--- config.mk ---
export PLATFORM = sky130hd
export DESIGN_NAME = padded_integer_formatter_core
export DESIGN_NICKNAME = d
export VERILOG_FILES = /design/src/hdl/pif_pkg.sv /design/src/hdl/pif_front.sv /design/src/hdl/pif_queue.sv /design/src/hdl/pif_back.sv /design/src/hdl/padded_integer_formatter_core.sv
export VERILOG_INCLUDE_DIRS = /design/src /design/src/hdl
export SDC_FILE = /design/constraint.sdc
export NUM_CORES = 1
export LEC_CHECK = 0
export BUFFER_PORTS_ARGS = -buffer_cell sky130_fd_sc_hd__buf_2
export CORE_MARGIN = 1.5
export CORE_UTILIZATION = 40
export CTS_BUF_LIST = sky130_fd_sc_hd__clkbuf_4
export DETAILED_ROUTE_END_ITERATION = 10
export PLACE_DENSITY_LB_ADDON = 0.05
export SLEW_MARGIN = 40
export SYNTH_ARGS = -nofsm -noshare
export SYNTH_HDL_FRONTEND = slang
export SYNTH_HIERARCHICAL = 1
export SYNTH_SLANG_ARGS = --single-unit
--- constraint.sdc ---
create_clock -name clk -period 15.8 [get_ports clk]
set_input_delay 2.37 -clock clk [delete_from_list [all_inputs] [get_ports clk]]
set_output_delay 2.37 -clock clk [all_outputs]
set_load 0.05 [all_outputs]
--- src/hdl/padded_integer_formatter_core_assert.svh ---
// Assertion macros for the padded integer formatter.
// Included by the files that check their own logic; needs no package.
`ifndef PADDED_INTEGER_FORMATTER_CORE_ASSERT_SVH
`define PADDED_INTEGER_FORMATTER_CORE_ASSERT_SVH

`ifndef SYNTH
`define PIF_ASSERT(label, clk, rst_n, prop, msg) \
    label: assert property (@(posedge clk) disable iff (!rst_n) (prop)) else $error(msg);
`define PIF_ASSERT_NEXT(label, clk, rst_n, ante, cons, msg) \
    label: assert property (@(posedge clk) disable iff (!rst_n) (ante) |=> (cons)) \
        else $error(msg);
`else
`define PIF_ASSERT(label, clk, rst_n, prop, msg)
`define PIF_ASSERT_NEXT(label, clk, rst_n, ante, cons, msg)
`endif

`endif

--- src/hdl/pif_pkg.sv ---
// Shared types, constants and helpers of the padded integer formatter.
// No dependencies; every module refers to it by scoped names.
package pif_pkg;

    localparam int MAX_FIELD_WIDTH = 63;
    localparam int VALUE_W         = 64;
    localparam int WIDTH_W         = 6;
    localparam int NUM_DIGITS      = 20;
    localparam int DIGIT_BUS_W     = NUM_DIGITS * 4;
    localparam int NDIG_W          = 5;
    localparam int S_TDATA_W       = 80;
    localparam int M_TDATA_W       = 8;
    localparam int QUEUE_DEPTH     = 2;
    localparam int Q_PTR_W         = $clog2(QUEUE_DEPTH);
    localparam int Q_CNT_W         = $clog2(QUEUE_DEPTH + 1);

    localparam logic [7:0] CHAR_MINUS   = 8'h2d;
    localparam logic [7:0] CHAR_ZERO    = 8'h30;
    localparam logic [7:0] CHAR_SPACE   = 8'h20;
    // 'a' minus ten, so that a hex digit of ten or more maps onto 'a'..'f'.
    localparam logic [7:0] CHAR_ALPHA_OFS = 8'h57;

    typedef struct packed {
        logic [DIGIT_BUS_W-1:0] digits;     // nibbles, least significant digit lowest
        logic [NDIG_W-1:0]      num_digits;
        logic                   neg;
        logic [WIDTH_W-1:0]     pad;
        logic                   zero_fill;
    } fmt_desc_t;

    typedef struct packed {
        logic full;
        logic empty;
    } q_status_t;

    function automatic logic [7:0] digit_char(input logic [3:0] d);
        logic [7:0] c;
        if (d < 4'd10)
        begin
            c = CHAR_ZERO + {4'b0000, d};
        end
        else
        begin
            c = CHAR_ALPHA_OFS + {4'b0000, d};
        end
        return c;
    endfunction

endpackage

--- src/hdl/pif_front.sv ---
// Front part: accepts a value, converts it to decimal or hex digits and
// works out sign and padding. Uses pif_pkg; feeds pif_queue.
module pif_front
(
    input  logic                               clk,
    input  logic                               rst_n,
    input  logic                               s_tvalid,
    output logic                               s_tready,
    // value[63:0], hex_mode[64], signed_mode[65], min_width[71:66], zero_fill[72]
    input  logic [pif_pkg::S_TDATA_W-1:0]      s_tdata,
    output logic                               q_push,
    output pif_pkg::fmt_desc_t                 q_desc,
    input  pif_pkg::q_status_t                 q_stat
);

    localparam logic [1:0] FS_IDLE = 2'd0;
    localparam logic [1:0] FS_CONV = 2'd1;
    localparam logic [1:0] FS_FIN  = 2'd2;

    logic [1:0]                        state_reg, state_next;
    logic [pif_pkg::VALUE_W-1:0]       mag_reg, mag_next;
    logic [pif_pkg::DIGIT_BUS_W-1:0]   bcd_reg, bcd_next;
    logic [5:0]                        bit_cnt_reg, bit_cnt_next;
    logic                              neg_reg, neg_next;
    logic [pif_pkg::WIDTH_W-1:0]       width_reg, width_next;
    logic                              zfill_reg, zfill_next;

    logic [pif_pkg::VALUE_W-1:0]       in_value;
    logic                              in_hex;
    logic                              in_signed;
    logic [pif_pkg::WIDTH_W-1:0]       in_width;
    logic                              in_zfill;
    logic                              in_neg;
    logic [pif_pkg::VALUE_W-1:0]       in_mag;
    logic [pif_pkg::DIGIT_BUS_W-1:0]   bcd_adj;
    logic [pif_pkg::NDIG_W-1:0]        num_digits;
    logic [pif_pkg::WIDTH_W-1:0]       width_clamped;
    logic [pif_pkg::WIDTH_W-1:0]       base_total;
    logic [pif_pkg::WIDTH_W-1:0]       pad;

    assign in_value  = s_tdata[63:0];
    assign in_hex    = s_tdata[64];
    assign in_signed = s_tdata[65];
    assign in_width  = s_tdata[71:66];
    assign in_zfill  = s_tdata[72];
    assign in_neg    = in_signed & in_value[pif_pkg::VALUE_W-1];
    assign in_mag    = in_neg ? (~in_value + 64'd1) : in_value;

    assign s_tready = (state_reg == FS_IDLE);

    // Shift-and-add-3 step: every BCD digit of five or more is corrected
    // before the next magnitude bit is shifted in.
    always_comb
    begin
        for (int i = 0; i < pif_pkg::NUM_DIGITS; i++)
        begin
            if (bcd_reg[i*4 +: 4] >= 4'd5)
            begin
                bcd_adj[i*4 +: 4] = bcd_reg[i*4 +: 4] + 4'd3;
            end
            else
            begin
                bcd_adj[i*4 +: 4] = bcd_reg[i*4 +: 4];
            end
        end
    end

    // Digit count is the position of the highest nonzero digit; zero has one digit.
    always_comb
    begin
        num_digits = pif_pkg::NDIG_W'(1);
        for (int i = 0; i < pif_pkg::NUM_DIGITS; i++)
        begin
            if (bcd_reg[i*4 +: 4] != 4'd0)
            begin
                num_digits = pif_pkg::NDIG_W'(i + 1);
            end
        end
    end

    always_comb
    begin
        if (width_reg > pif_pkg::WIDTH_W'(pif_pkg::MAX_FIELD_WIDTH))
        begin
            width_clamped = pif_pkg::WIDTH_W'(pif_pkg::MAX_FIELD_WIDTH);
        end
        else
        begin
            width_clamped = width_reg;
        end
        base_total = {1'b0, num_digits} + {5'b00000, neg_reg};
        if (width_clamped > base_total)
        begin
            pad = width_clamped - base_total;
        end
        else
        begin
            pad = '0;
        end
    end

    assign q_desc.digits     = bcd_reg;
    assign q_desc.num_digits = num_digits;
    assign q_desc.neg        = neg_reg;
    assign q_desc.pad        = pad;
    assign q_desc.zero_fill  = zfill_reg;
    assign q_push            = (state_reg == FS_FIN) && !q_stat.full;

    always_comb
    begin
        state_next   = state_reg;
        mag_next     = mag_reg;
        bcd_next     = bcd_reg;
        bit_cnt_next = bit_cnt_reg;
        neg_next     = neg_reg;
        width_next   = width_reg;
        zfill_next   = zfill_reg;
        case (state_reg)
            FS_IDLE:
            begin
                if (s_tvalid)
                begin
                    neg_next     = in_neg;
                    width_next   = in_width;
                    zfill_next   = in_zfill;
                    bit_cnt_next = '0;
                    mag_next     = in_mag;
                    if (in_hex)
                    begin
                        bcd_next   = {16'h0000, in_mag};
                        state_next = FS_FIN;
                    end
                    else
                    begin
                        bcd_next   = '0;
                        state_next = FS_CONV;
                    end
                end
            end
            FS_CONV:
            begin
                bcd_next     = {bcd_adj[pif_pkg::DIGIT_BUS_W-2:0],
                                mag_reg[pif_pkg::VALUE_W-1]};
                mag_next     = {mag_reg[pif_pkg::VALUE_W-2:0], 1'b0};
                bit_cnt_next = bit_cnt_reg + 6'd1;
                if (bit_cnt_reg == 6'd63)
                begin
                    state_next = FS_FIN;
                end
            end
            FS_FIN:
            begin
                if (!q_stat.full)
                begin
                    state_next = FS_IDLE;
                end
            end
            default:
            begin
                state_next = FS_IDLE;
            end
        endcase
    end

    always_ff @(posedge clk or negedge rst_n)
    begin
        if (!rst_n)
        begin
            state_reg <= FS_IDLE;
        end
        else
        begin
            state_reg <= state_next;
        end
    end

    always_ff @(posedge clk)
    begin
        mag_reg     <= mag_next;
        bcd_reg     <= bcd_next;
        bit_cnt_reg <= bit_cnt_next;
        neg_reg     <= neg_next;
        width_reg   <= width_next;
        zfill_reg   <= zfill_next;
    end

endmodule

--- src/hdl/pif_queue.sv ---
// Short queue of formatted-number descriptors between front and back part.
// Uses pif_pkg for the descriptor type and depth.
module pif_queue
(
    input  logic                clk,
    input  logic                rst_n,
    input  logic                push,
    input  pif_pkg::fmt_desc_t  push_desc,
    input  logic                pop,
    output pif_pkg::fmt_desc_t  head_desc,
    output pif_pkg::q_status_t  stat
);

    pif_pkg::fmt_desc_t            mem_reg [pif_pkg::QUEUE_DEPTH];
    logic [pif_pkg::Q_PTR_W-1:0]   wr_ptr_reg, wr_ptr_next;
    logic [pif_pkg::Q_PTR_W-1:0]   rd_ptr_reg, rd_ptr_next;
    logic [pif_pkg::Q_CNT_W-1:0]   count_reg, count_next;

    assign head_desc  = mem_reg[rd_ptr_reg];
    assign stat.full  = (count_reg == pif_pkg::Q_CNT_W'(pif_pkg::QUEUE_DEPTH));
    assign stat.empty = (count_reg == '0);

    always_comb
    begin
        wr_ptr_next = wr_ptr_reg;
        rd_ptr_next = rd_ptr_reg;
        count_next  = count_reg;
        if (push)
        begin
            if (wr_ptr_reg == pif_pkg::Q_PTR_W'(pif_pkg::QUEUE_DEPTH - 1))
            begin
                wr_ptr_next = '0;
            end
            else
            begin
                wr_ptr_next = wr_ptr_reg + 1'b1;
            end
        end
        if (pop)
        begin
            if (rd_ptr_reg == pif_pkg::Q_PTR_W'(pif_pkg::QUEUE_DEPTH - 1))
            begin
                rd_ptr_next = '0;
            end
            else
            begin
                rd_ptr_next = rd_ptr_reg + 1'b1;
            end
        end
        if (push && !pop)
        begin
            count_next = count_reg + 1'b1;
        end
        else if (pop && !push)
        begin
            count_next = count_reg - 1'b1;
        end
    end

    always_ff @(posedge clk or negedge rst_n)
    begin
        if (!rst_n)
        begin
            wr_ptr_reg <= '0;
            rd_ptr_reg <= '0;
            count_reg  <= '0;
        end
        else
        begin
            wr_ptr_reg <= wr_ptr_next;
            rd_ptr_reg <= rd_ptr_next;
            count_reg  <= count_next;
        end
    end

    always_ff @(posedge clk)
    begin
        if (push)
        begin
            mem_reg[wr_ptr_reg] <= push_desc;
        end
    end

endmodule

--- src/hdl/pif_back.sv ---
// Back part: walks the descriptor at the queue head and sends one ASCII
// character per transfer through an output register. Uses pif_pkg.
module pif_back
(
    input  logic                           clk,
    input  logic                           rst_n,
    input  pif_pkg::fmt_desc_t             head_desc,
    input  pif_pkg::q_status_t             q_stat,
    output logic                           q_pop,
    output logic                           m_tvalid,
    input  logic                           m_tready,
    // char_out[7:0]
    output logic [pif_pkg::M_TDATA_W-1:0]  m_tdata,
    output logic                           m_tlast
);

    logic [pif_pkg::WIDTH_W-1:0]   pos_reg, pos_next;
    logic                          out_valid_reg, out_valid_next;
    logic [7:0]                    out_char_reg, out_char_next;
    logic                          out_last_reg, out_last_next;

    logic [pif_pkg::WIDTH_W-1:0]   lead;
    logic [pif_pkg::WIDTH_W-1:0]   total;
    logic [pif_pkg::WIDTH_W-1:0]   dig_pos;
    logic [pif_pkg::NDIG_W-1:0]    dig_idx;
    logic [3:0]                    dig_val;
    logic [7:0]                    cur_char;
    logic                          is_last;
    logic                          load;

    assign lead    = head_desc.pad + {5'b00000, head_desc.neg};
    assign total   = lead + {1'b0, head_desc.num_digits};
    // Digits leave most significant first, so the index counts down.
    assign dig_pos = total - 6'd1 - pos_reg;
    assign dig_idx = dig_pos[pif_pkg::NDIG_W-1:0];
    assign dig_val = head_desc.digits[{dig_idx, 2'b00} +: 4];
    assign is_last = (pos_reg == total - 6'd1);
    assign load    = !q_stat.empty && (!out_valid_reg || m_tready);
    assign q_pop   = load && is_last;

    always_comb
    begin
        cur_char = pif_pkg::digit_char(dig_val);
        if (head_desc.zero_fill)
        begin
            if (head_desc.neg && pos_reg == '0)
            begin
                cur_char = pif_pkg::CHAR_MINUS;
            end
            else if (pos_reg < lead)
            begin
                cur_char = pif_pkg::CHAR_ZERO;
            end
        end
        else
        begin
            if (pos_reg < head_desc.pad)
            begin
                cur_char = pif_pkg::CHAR_SPACE;
            end
            else if (head_desc.neg && pos_reg == head_desc.pad)
            begin
                cur_char = pif_pkg::CHAR_MINUS;
            end
        end
    end

    always_comb
    begin
        pos_next       = pos_reg;
        out_valid_next = out_valid_reg;
        out_char_next  = out_char_reg;
        out_last_next  = out_last_reg;
        if (load)
        begin
            out_valid_next = 1'b1;
            out_char_next  = cur_char;
            out_last_next  = is_last;
            if (is_last)
            begin
                pos_next = '0;
            end
            else
            begin
                pos_next = pos_reg + 6'd1;
            end
        end
        else if (m_tready)
        begin
            out_valid_next = 1'b0;
        end
    end

    always_ff @(posedge clk or negedge rst_n)
    begin
        if (!rst_n)
        begin
            pos_reg       <= '0;
            out_valid_reg <= 1'b0;
        end
        else
        begin
            pos_reg       <= pos_next;
            out_valid_reg <= out_valid_next;
        end
    end

    always_ff @(posedge clk)
    begin
        out_char_reg <= out_char_next;
        out_last_reg <= out_last_next;
    end

    assign m_tvalid = out_valid_reg;
    assign m_tdata  = out_char_reg;
    assign m_tlast  = out_last_reg;

endmodule

--- src/hdl/padded_integer_formatter_core.sv ---
// A value passes the front states (FS_IDLE, FS_CONV in decimal mode only, FS_FIN), the
// queue and the back's output register. Decimal digits come from a shift-and-add-3
// loop over the 64 magnitude bits. The front takes a new value only after pushing the
// last; the slower part sets the sustained rate, with a two-entry queue between them.
// Reset (rst_n, asynchronous, active low) clears the control state; no clearing pass.
`include "padded_integer_formatter_core_assert.svh"

module padded_integer_formatter_core
(
    input  logic                           clk,
    input  logic                           rst_n,
    input  logic                           s_tvalid,
    output logic                           s_tready,
    // value[63:0], hex_mode[64], signed_mode[65], min_width[71:66], zero_fill[72]
    input  logic [pif_pkg::S_TDATA_W-1:0]  s_tdata,
    output logic                           m_tvalid,
    input  logic                           m_tready,
    // char_out[7:0]
    output logic [pif_pkg::M_TDATA_W-1:0]  m_tdata,
    output logic                           m_tlast
);

    logic                 q_push;
    logic                 q_pop;
    pif_pkg::fmt_desc_t   push_desc;
    pif_pkg::fmt_desc_t   head_desc;
    pif_pkg::q_status_t   q_stat;

    pif_front u_front
    (
        .clk      (clk),
        .rst_n    (rst_n),
        .s_tvalid (s_tvalid),
        .s_tready (s_tready),
        .s_tdata  (s_tdata),
        .q_push   (q_push),
        .q_desc   (push_desc),
        .q_stat   (q_stat)
    );

    pif_queue u_queue
    (
        .clk       (clk),
        .rst_n     (rst_n),
        .push      (q_push),
        .push_desc (push_desc),
        .pop       (q_pop),
        .head_desc (head_desc),
        .stat      (q_stat)
    );

    pif_back u_back
    (
        .clk       (clk),
        .rst_n     (rst_n),
        .head_desc (head_desc),
        .q_stat    (q_stat),
        .q_pop     (q_pop),
        .m_tvalid  (m_tvalid),
        .m_tready  (m_tready),
        .m_tdata   (m_tdata),
        .m_tlast   (m_tlast)
    );

    `PIF_ASSERT_NEXT(a_front_busy, clk, rst_n, s_tvalid && s_tready, !s_tready, "front busy")
    `PIF_ASSERT(a_no_push_full, clk, rst_n, !(q_push && q_stat.full), "push into full queue")
    `PIF_ASSERT(a_queue_status, clk, rst_n, !(q_stat.full && q_stat.empty), "full and empty")
    `PIF_ASSERT_NEXT(a_pop_with_last, clk, rst_n, q_pop, m_tvalid && m_tlast, "pop without last")

endmodule

==> Word level (Yosys, flattened, before mapping) <==
Memory sizes are Yosys's and may differ from the RTL's.
Index checks and enable logic that the tools add are counted.
{ "op_classes": {"n_shift": 1, "n_eq_ne": 9, "n_reduce_logical": 41, "add_sub_neg": 35, "magnitude_cmp": 25, "muxes": 69, "bitwise": 2} }
{ "ops": {"columns": ["op", "count"], "rows": [
  ["$mux W64", 3],
  ["$pmux W80 S2", 1],
  ["$pmux W64 S2", 1],
  ["$mux W4", 27],
  ["$ge A4 B3 Y1 const B", 20],
  ["$mux W80", 1],
  ["$shiftx A80 B8 Y4", 1],
  ["$add A4 B2 Y4 const B", 19],
  ["$reduce_bool A4 Y1", 19],
  ["$add A64 B1 Y64 const B", 1],
  ["$not A64 Y64", 1],
  ["$mux W8", 6],
  ["$mux W5", 5],
  ["$mux W6", 4],
  ["$mux W2", 8],
  ["$mux W3", 5],
  ["$add A6 B1 Y6 const B", 2],
  ["$eq A6 B6 Y1", 2],
  ["$lt A6 B6 Y1", 2],
  ["$pmux W6 S2", 1],
  ["$add A7 B4 Y8 const A", 1],
  ["$add A6 B4 Y7 const A", 1],
  ["$logic_and A1 B1 Y1", 7],
  ["$add A5 B1 Y6", 1],
  ["other kinds (27)", 43]
]} }
{ "word_totals": {"wordCells": 197, "ram_bits": 186, "memories": 1, "out_inout_bits": 11, "register_bits": 180} }
{ "memory_table": {"columns": ["memory", "words", "width", "rd", "rd_clocked_by_memory_dff", "write_ports", "line", "rtl"], "rows": [
  ["u_queue.mem_reg", 2, 93, 1, 0, 1, "pif_queue.sv:14", "pif_pkg::fmt_desc_t mem_reg [pif_pkg::QUEUE_DEPTH];"]
]} }

==> Logic depth before layout (Yosys ltp) <==
{ "logic_depth": {"ltp_word": 23, "mapped_depth": 24, "mapped_depth_nobuf": 21} }

==> By module <==
The synthesis kept the hierarchy.
{ "by_module_without_submodules": {"columns": ["mod", "seq_area_each_um2", "area_per_inst_um2", "n_inst", "cells_per_inst"], "rows": [
  ["pif_front", 4794.6, 10468.8, 1, 1081],
  ["pif_queue", 5685.5, 6909.1, 1, 305],
  ["pif_back", 415.4, 2299.7, 1, 237]
]} }

==> Worst setup path before layout <==
No wires, ideal clock.
{ "synth_path": {"kind": "input-to-reg", "startpoint": "in s_tvalid", "endpoint": "reg u_front/bcd_reg[0] in the netlist's numbering (enable)", "arrival_time_ps": 8656, "n_path_buf": 0, "path_slack_ps": 6482, "required_time_ps": 15138, "stages": 2, "path_cell_list": "nor2_1 > nor2_1"} }
{ "synth_via": {"elab_chain_cells": 2} }
{ "synth_rtl": {"columns": ["element", "line", "rtl"], "rows": [
  ["from (decl)", "padded_integer_formatter_core.sv:12", "input logic s_tvalid,"],
  ["$ne A2 B2 Y1 (no source line)", null, null],
  ["$reduce_and A2 Y1 (no source line)", null, null],
  ["to (signal assigned)", "pif_front.sv:180", "bcd_reg <= bcd_next;"],
  ["to (decl)", "pif_front.sv:22", "logic [pif_pkg::DIGIT_BUS_W-1:0] bcd_reg, bcd_next;"]
]} }
No other way between the ends.
A chain may end at the register's enable or synchronous reset.

==> summary.txt <==
Status
  • Status: finished clean

Floorplanning
  • I/O pin cnt: between 90 and 100
  • Initial Utilization: around 40%
  • Horiz. Die Dim: between 200 and 250 um
  • Die area: 50,530 um2
  • FP Rows: between 80 and 90
  • Die Y: 224.8 um
  • CORE AREA: ~50,000 um2

STA
  • Final Max Tran Viols: 0
  • Setup-failing EPs final: 0
  • Slew of the pin with the lowest slew margin: 0.8848 ns
  • Final hold slack: 0.4476 ns
  • Rel. slew slack: 40.61%
  • Fmax: ~0.16 GHz
  • Unrepaired setup endpoints after global routing: false
  • Final Critical Period: roughly 6.4 ns
  • Final Skew: between 0.02 and 0.025 ns
  • Final Cycle Share: about two fifths
  • Setup_tns: 0 ns
  • Hold Vio Cnt, Final: 0

Route
  • Vias per Instance: 5.264
  • WL final: about 47,000 um
  • Routed vias: roughly 13k
  • # DRC: 0
  • Pre-Repair DR Iteration Count: 5
  • Initial DRC count: roughly 730
  • Routed length per placed instance: approximately 19 um
  • Final ANT Viol Nets: 0

Clock tree
  • Clock Latency Late Sink: ~0.8 ns
  • Post-CTS setup buffer count: 0
  • Reg clk slew, reported paths: approximately 0.060 ns
  • CTS Sinks: approximately 370
  • CTS tree: yes
  • Total CTS buffers: 102
  • Max clock buf depth: 3
  • H-Tree Depth: 3
  • Root buf cell: clkbuf_4
  • Post-CTS sizing: 0
  • CTS Hold Bufs: 0

Synth
  • Async SR Flop Fraction: under 10%
  • #FFs+latches synth: roughly 370
  • Most frequent cells after synthesis: edfxtp_1, nor2_1, a21oi_1
  • Top cell type's share of synthesized area: 53.72%
  • Post-synthesis cell count: around 1.6k
  • Most frequent cell after synthesis: edfxtp_1
  • Post-synthesis sequential area ratio: around 55%
  • Main synth FF type: edfxtp_1
  • Mean Syn Cell Area: 12.12 um2
  • Warnings, synthesis: 6
  • Synth area leader: edfxtp_1
  • Synth top area cells: edfxtp_1, mux2_2, ha_1
  • Post-synth cell types: 83
  • Post-Syn Area: 19,680 um2
  • Syn nets: between 1.5k and 2k
  • Number of synthesized flops with an enable pin: around 350

Finish
  • Largest register FFs: 186
  • Share of layout cells above drive strength 1: a little under a quarter
  • Multi-input gate area: ~8100 um2
  • Fin nets: between 1.5k and 2k
  • Register area: between 10,000 and 15,000 um2
  • P&R area growth vs syn: 12.35%
  • Fillers: approximately 4.6k
  • Post-Layout Cell Count: roughly 2.5k

Critical path
  • Critical path data arrival time: between 6 and 7 ns
  • Critical path type: reg2reg
  • CP required: between 15 and 20 ns
  • Worst setup SP type: flop
  • CP max FO: between 60 and 70
  • Crit. End Element: flop

Placed design
  • Cells after DPL: between 2k and 2.5k
  • Hpwl dp: 32,430 um
  • Final weighted congestion of routability-driven global placement: ~0.8
  • Buffers on Ports: 86

Power
  • PwrDens: ~230 nW/um2
  • VDD IR-drop max: 0.0002365 V
  • Leakage: approximately 8.1 nW

Global routing
  • Vias in the first global route: approximately 13k
  • Initial antenna violation count: 4
  • First-pass GRT wire length: ~72,000 um
  • Grt ovf: 0
  • GR Util All Layers: approximately a fifth
  • Largest net degree at the start of global routing: 75

Hold path
  • Worst Hold Class: reg2reg

Job
  • Reported max-cap violation count: 0
## cells by family after synthesis
family / synth area share [%]
simple gates: 11.08
flops: 55.37
compound gates: 11.19
buf+inv: 3.599
mux: 8.120
xor+xnor: 4.941
fa+ha+maj: 5.646
other cells: 0.05722
## power by group
part	leakage (nW)	internal (mW)	switching (mW)
clock network	0.786	0.457	0.396
logic	3.74	1.02	1.46
registers	3.54	1.53	0.261
## layer usage
metal	GRT usage [%]	share of wire, %	vias to the layer above
met1	26.01	48	6430
li1	-	-	6392
met3	4.063	4.3	87
met5	0	0.028	-
met2	29.45	46	291
met4	6.062	2.1	2
## cell type report
cell class                      instances  area share [%]
Inverter                               93           1.579
Multi-Input combinational cell       1094           36.71
Antenna cell                            4         0.04528
Tap cell                              664           3.758
Sequential cell                       365           49.30
Clock inverter                         24          0.4415
Timing Repair Buffer                  104           2.728
Clock buffer                          160           5.433
## worst max-delay path: stages, from the launching register on
cell,delay (ns)
dfrtp_4,0.77
buf_6,0.58
mux2_2,0.47
ha_1,0.20
ha_1,0.27
inv_1,0.05
ha_1,0.27
inv_1,0.04
ha_1,0.30
inv_1,0.06
fa_1,0.87
buf_4,0.34
mux4_2,0.38
mux4_1,0.57
a21o_1,0.24
inv_1,0.06
ha_1,0.13
inv_1,0.05
a21oi_1,0.14
mux2i_1,0.24
o211ai_1,0.10
## stage by stage
step                util, %  setup slack, ns  area [um2]  power, mW
CTS                   45.32            9.261       22090      5.214
detailed placement    42.65            9.256       20790      4.325
global route          45.35            8.989       22110      5.568
floorplan                 -            6.482       19680      3.690
finish                45.35            9.376       22110      5.135
global placement      42.51            9.060       20720      4.280
## worst paths after layout
kind / slack, ns / from / depth (start not counted) / end
max: 9.38 / u_queue/rd_ptr_reg / 20 / u_back/m_tdata[2]
min: 0.45 / u_front/zfill_reg / 0 / u_queue/mem_reg[1][0]
max reg2reg: 9.38 / u_queue/rd_ptr_reg / 20 / u_back/m_tdata[2]
min reg2reg: 0.45 / u_front/zfill_reg / 0 / u_queue/mem_reg[1][0]
max in group asynchronous: 14.09 / rst_n / 1 / u_queue/rd_ptr_reg
min in group asynchronous: 1.45 / rst_n / 1 / u_back/pos_reg[2]
## cell usage in the layout (no fill, tap or decap), drive strengths merged, types with 5 or more instances in the layout
cell type / Yosys / routed
nor2b: 17 / 17
o31ai: 27 / 27
a21oi: 140 / 140
nand4: 10 / 10
nor4b: 6 / 6
or2: 6 / 6
mux2: 96 / 96
o21bai: 5 / 5
dfrtp: 13 / 13
nand2: 80 / 80
nor3b: 29 / 29
nor4: 10 / 10
xnor2: 60 / 60
xor2: 51 / 51
inv: 92 / 94
o32ai: 5 / 5
or3: 7 / 7
a21o: 12 / 12
buf: 28 / 104
or4: 8 / 8
clkbuf: 43 / 160
ha: 84 / 84
o41ai: 13 / 13
nor2: 149 / 149
o21ai: 57 / 57
a31oi: 13 / 13
nand2b: 24 / 24
nor3: 28 / 28
edfxtp: 352 / 352
o211ai: 8 / 8
nand3: 23 / 23
o22ai: 43 / 43
mux4: 21 / 21
clkinv: 1 / 23
and2: 9 / 9
Note: power is estimated with default switching activity, not from simulation.
